==> config.mk <==
export PLATFORM = sky130hd
export DESIGN_NAME = mvns_regs
export DESIGN_NICKNAME = d
export VERILOG_FILES = /design/src/rtl/mvns_pkg.sv /design/src/rtl/mvns_regs.sv
export SDC_FILE = /design/constraint.sdc
export NUM_CORES = 1
export LEC_CHECK = 0
export ABC_CLOCK_PERIOD_IN_PS = 1590
export BUFFER_PORTS_ARGS = -buffer_cell sky130_fd_sc_hd__buf_2
export CAP_MARGIN = 5
export CELL_PAD_IN_SITES_DETAIL_PLACEMENT = 0
export CELL_PAD_IN_SITES_GLOBAL_PLACEMENT = 1
export CORE_MARGIN = 2
export CORE_UTILIZATION = 33
export DETAILED_ROUTE_END_ITERATION = 8
export PLACE_DENSITY_LB_ADDON = 0.1
export SETUP_SLACK_MARGIN = 0.3
export SYNTH_ARGS = -nofsm -noshare
export SYNTH_HDL_FRONTEND = slang
export SYNTH_SLANG_ARGS = --single-unit
==> constraint.sdc <==
create_clock -name clk -period 1.59 [get_ports clk]
set_clock_uncertainty 0.15 [all_clocks]
set_input_delay 0.159 -clock clk [delete_from_list [all_inputs] [get_ports clk]]
set_output_delay 0.159 -clock clk [all_outputs]
set_load 0.01 [all_outputs]
==> src/rtl/mvns_pkg.sv <==
`timescale 1ns / 1ps
// Shared types, constants and waveform helpers for the multi-voice note synth.
// No dependencies; the synth, its registers and the testbench import this package.
package mvns_pkg;

  localparam int VOICES     = 4;
  localparam int NOTES      = 256;
  localparam int CHUNK_LEN  = 256;
  localparam int VOICE_W    = $clog2(VOICES);
  localparam int NOTE_W     = $clog2(NOTES);
  localparam int ADDR_W     = VOICE_W + NOTE_W;
  localparam int CHUNK_W    = $clog2(CHUNK_LEN + 1);
  localparam int CNT_W      = 9;
  localparam int WAVE_W     = 2;
  localparam int VOL_W      = 5;
  localparam int PADDR_W    = 6;

  typedef enum logic [0:0] {
    OP_LOAD = 1'b0,
    OP_TICK = 1'b1
  } op_t;

  typedef enum logic [2:0] {
    REG_VOICES_ON   = 3'd0,
    REG_SONG_LENGTH = 3'd1,
    REG_WAVEFORMS   = 3'd2,
    REG_VOLUMES     = 3'd3,
    REG_NOTE_COUNTS = 3'd4
  } reg_idx_t;

  localparam logic [1:0] WAVE_TRI = 2'd1;
  localparam logic [1:0] WAVE_SQR = 2'd2;

  typedef struct packed {
    logic [2:0]  voices_on;
    logic [31:0] song_length;
    logic [7:0]  voice_waveforms;
    logic [19:0] voice_volumes;
    logic [35:0] note_counts;
  } cfg_t;

  // Maps a phase to the selected waveform; codes other than triangle and
  // square give the saw, which is the phase itself.
  function automatic logic [31:0] shape(input logic [31:0] x, input logic [1:0] wave);
    logic [31:0] r;
    r = x;
    if (wave == WAVE_TRI) begin
      if (x[31]) r = (x + 32'h3fff_ffff) << 1;
      else       r = 32'h7fff_ffff - (x << 1);
    end else if (wave == WAVE_SQR) begin
      r = (!x[31] && x != 32'd0) ? 32'h7fff_ffff : 32'h8000_0000;
    end
    return r;
  endfunction

endpackage

==> src/rtl/mvns_regs.sv <==
`timescale 1ns / 1ps
// APB-style configuration registers of the synth.
// Depends on mvns_pkg.
module mvns_regs (
  input  logic                        clk,
  input  logic                        rst_n,
  input  logic                        psel,
  input  logic                        penable,
  input  logic                        pwrite,
  input  logic [mvns_pkg::PADDR_W-1:0] paddr,
  input  logic [63:0]                 pwdata,
  output logic [63:0]                 prdata,
  output logic                        pready,
  output mvns_pkg::cfg_t              cfg
);
  import mvns_pkg::*;

  cfg_t     cfg_r;
  reg_idx_t idx;
  logic     wr_en;

  assign idx    = reg_idx_t'(paddr[PADDR_W-1:3]);
  assign wr_en  = psel && penable && pwrite;
  assign pready = 1'b1;
  assign cfg    = cfg_r;

  always_ff @(posedge clk) begin
    if (!rst_n) begin
      cfg_r.voices_on       <= 3'd1;
      cfg_r.song_length     <= '0;
      cfg_r.voice_waveforms <= '0;
      cfg_r.voice_volumes   <= '0;
      cfg_r.note_counts     <= 36'd134480385;
    end else if (wr_en) begin
      unique case (idx)
        REG_VOICES_ON:   cfg_r.voices_on       <= pwdata[2:0];
        REG_SONG_LENGTH: cfg_r.song_length     <= pwdata[31:0];
        REG_WAVEFORMS:   cfg_r.voice_waveforms <= pwdata[7:0];
        REG_VOLUMES:     cfg_r.voice_volumes   <= pwdata[19:0];
        REG_NOTE_COUNTS: cfg_r.note_counts     <= pwdata[35:0];
        default: ;
      endcase
    end
  end

  always_comb begin
    unique case (idx)
      REG_VOICES_ON:   prdata = {61'd0, cfg_r.voices_on};
      REG_SONG_LENGTH: prdata = {32'd0, cfg_r.song_length};
      REG_WAVEFORMS:   prdata = {56'd0, cfg_r.voice_waveforms};
      REG_VOLUMES:     prdata = {44'd0, cfg_r.voice_volumes};
      REG_NOTE_COUNTS: prdata = {28'd0, cfg_r.note_counts};
      default:         prdata = '0;
    endcase
  end

endmodule

==> results.txt <==
----------------------------------------------------
[Status]
  Run status ... finished with violations
  Violations in the final reports ... negative setup slack

[Place]
  Port buffer count ... about 180
  Routability cong. ... 0.807
  Post-placement setup slack ... -0.227 ns
  Hpwl dp ... around 9800 um

[Die]
  Width of the chip ... roughly 120 um
  Placement row count ... 43
  Area of the core ... 0.0139 mm2
  Initial Utilization ... 0.340
  Die outline height ... 124 um
  Number of primary I/O pins ... ~240
  Total die area ... 0.0153 mm2

[Yosys]
  Cell area after technology mapping ... 0.00474 mm2
  Post-synthesis share of cell area spent on full adders, half adders and majority gates ... 0
  FF+latch count, synth ... 99
  Main flop type after synthesis ... dfxtp_1
  Number of flops mapped to enable cells by yosys ... 0
  Simple-gate share of the synthesized area ... 0.172
  Count of synthesis-stage warnings from yosys ... 0
  Average cell area after synthesis ... 9.08 um2
  Post-synthesis async set-or-reset flop share ... 0
  Sequential cell area fraction in the yosys report ... 0.418
  Area share of xor/xnor cells in the synthesized design ... 0
  Share of the synthesized area in compound gates (AO/OA/AOI/OAI) ... 0.0559
  Mux share of post-synthesis cell area ... 0.259
  Mapped Cells ... 522
  Combinational family with the most area after synthesis ... multiplexers
  Number of distinct library cells after synthesis ... 25

[STA]
  Crit path time final ... roughly 1.6 ns
  Count of pins over their slew limit ... 0
  Count of final setup violators ... 1
  Sum of negative setup slack ... -0.0303 ns
  Maximum operating frequency ... 617 MHz
  Final period util ... 1.02
  Unrepaired setup endpoints after global routing ... yes
  Setup ws final ... -0.0303 ns
  Final Hold Vio Count ... 0

[CTS]
  Cell chosen for the clock root ... clkbuf_16
  Number of buffers created by CTS ... 9
  CTS tree ... built
  H-tree depth ... 3
  Post-CTS clock slew at the launch and capture registers of the worst setup and hold paths ... 0.06 ns
  CTS sink count ... 99
  Clk Latency, worst-skew pair ... 0.34 ns
  Clock buffer depth ... 2

[Layout]
  Net count, final ... 833
  Ratio of cells with drive above 1 in the final layout ... 0.434
  Most frequent cells in the layout ... buf_2, nand2_1, mux2i_1, dfxtp_1
  Area taken by multi-input logic gates ... around 0.0026 mm2
  Growth of design area from synthesis to finish ... 49.0%
  Most common cell after layout, fill and taps aside ... buf_2
  Count of filler cells inserted in the layout ... around 1300
  FF+latch area ... 0.00202 mm2
  Max reg flops ... 99

[Drt]
  Drt pass-1 iters ... 4
  Post-DR wirelength/cell ... ~15 um
  Overall via count from detail_route ... 4311
  Initial detailed-routing violation count ... 199
  Post-route ant nets ... 0
  Avg Vias per Cell ... 4.58
  Remaining routing DRC violations ... 0
  Total wire length ... 14600 um

[GRT]
  Initial antenna violation count ... 1
  Pin count of the biggest net entering global routing ... 50
  Global-route usage over all layers ... 0.185
  Via count of the first global-routing pass ... 4176
  Wire length of the first global-routing pass ... 21700 um
  Gr ovfl total ... 0

[Job]
  Number of max-cap violations ... 0

[Setup path]
  Critical Setup Path Class ... flop to primary output
  Category of the worst setup path launch point ... flop
  Critical Path Sink Type ... primary output
  Max FO, Critical Path ... 2
  Data arrival time of the critical path ... 1.31 ns
  Required time at the endpoint of the critical path ... approximately 1.3 ns
  R2R cell count ... 3

[Min path]
  Worst hold path type ... input port to flop
  Hold Path Cell Cnt ... 3

[Power and ir drop]
  Pwr/cell area ... 727 mW/mm2
  Worst VDD drop ... 0.000587 V
  Pleak ... around 3.2 nW

----------------------------------------------------
[cell usage after synthesis (2+ instances only)]
master    instances  area, um2
a22oi_1          17        128
and2_1            4       25.0
buf_2             6       30.0
buf_4            36        270
buf_6             2       22.5
buf_8             3       45.0
clkbuf_1         21       78.8
conb_1            2       7.51
dfxtp_1          99       1980
mux2_2            5       56.3
mux2i_1         117       1170
nand2_1         147        552
nand2b_1          2       12.5
nand3b_1          3       22.5
nor2_1           13       48.8
nor2b_1          12       75.1
o21a_1            3       22.5
o21ai_0          23        115
[path summary, 6_finish.rpt]
check                                          start                   end  slack [ns]
worst min register to register  cfg[66]$_SDFFE_PN0P_  cfg[66]$_SDFFE_PN0P_        0.32
worst max register to register  cfg[96]$_SDFFE_PN1P_  cfg[96]$_SDFFE_PN1P_        0.67
worst min-delay path                       pwdata[2]  cfg[98]$_SDFFE_PN0P_        0.06
worst max-delay path            cfg[70]$_SDFFE_PN0P_             prdata[6]       -0.03
[layer usage]
metal	wire length [um]	share of wire	track usage
met1	6480	0.45	0.235
met2	6870	0.47	0.300
met3	998	0.069	0.0499
met4	211	0.014	0.0696
met5	0	0	0
[area by class of cell]
cell class                 count  area share
clock inverter                 2     0.00177
multi-input combinational    382       0.374
timing repair buffer         266       0.269
tap                          180      0.0319
sequential                    99       0.287
antenna                        1    0.000354
clock buffer                  12      0.0363
[kinds of logic (layout without fill, tap and decap cells)]
kind of cell | Yosys count | count (layout)
buffers and inverters | 68 | 280
AO/OA/AOI/OAI | 43 | 43
AND/OR/NAND/NOR | 188 | 188
other | 2 | 30
flip-flops | 99 | 99
multiplexers | 122 | 122
[stage by stage]
step	hold slack, ns	cells	area (um2)	util	power [W]
final	0.0596	942	7070	0.507	0.00514
after global placement	0.256	867	5860	0.420	0.00300
after CTS	0.0386	932	6840	0.491	0.00518
after detailed placement	0.270	867	5860	0.420	0.00301
after floorplan	0.151	549	4870	-	0.00288
after global routing	0.0762	942	7070	0.507	0.00536
[what timing repair did]
action / CTS / global route
gates cloned: 2 / 2
hold buffers: 34 / 0
pin swaps: 9 / 25
buffers inserted: 15 / 7
setup endpoints to repair: 36 / 56
gates resized for setup: 90 / 30
endpoints found under the hold margin: 84 / 0
[where the power goes]
| part | internal, W | switching, W |
|---|---|---|
| Clock | 0.00113 | 0.000914 |
| Combinational | 0.000270 | 0.000314 |
| Sequential | 0.00250 | 0.0000152 |
[worst max-delay path, stage by stage, from the launching register on]
cell,delay (ns)
dfxtp_2,0.32
mux2_4,0.27
a22oi_2,0.14
o21ai_1,0.10
buf_2,0.14
No activity file was read; power rests on OpenSTA's default activity.
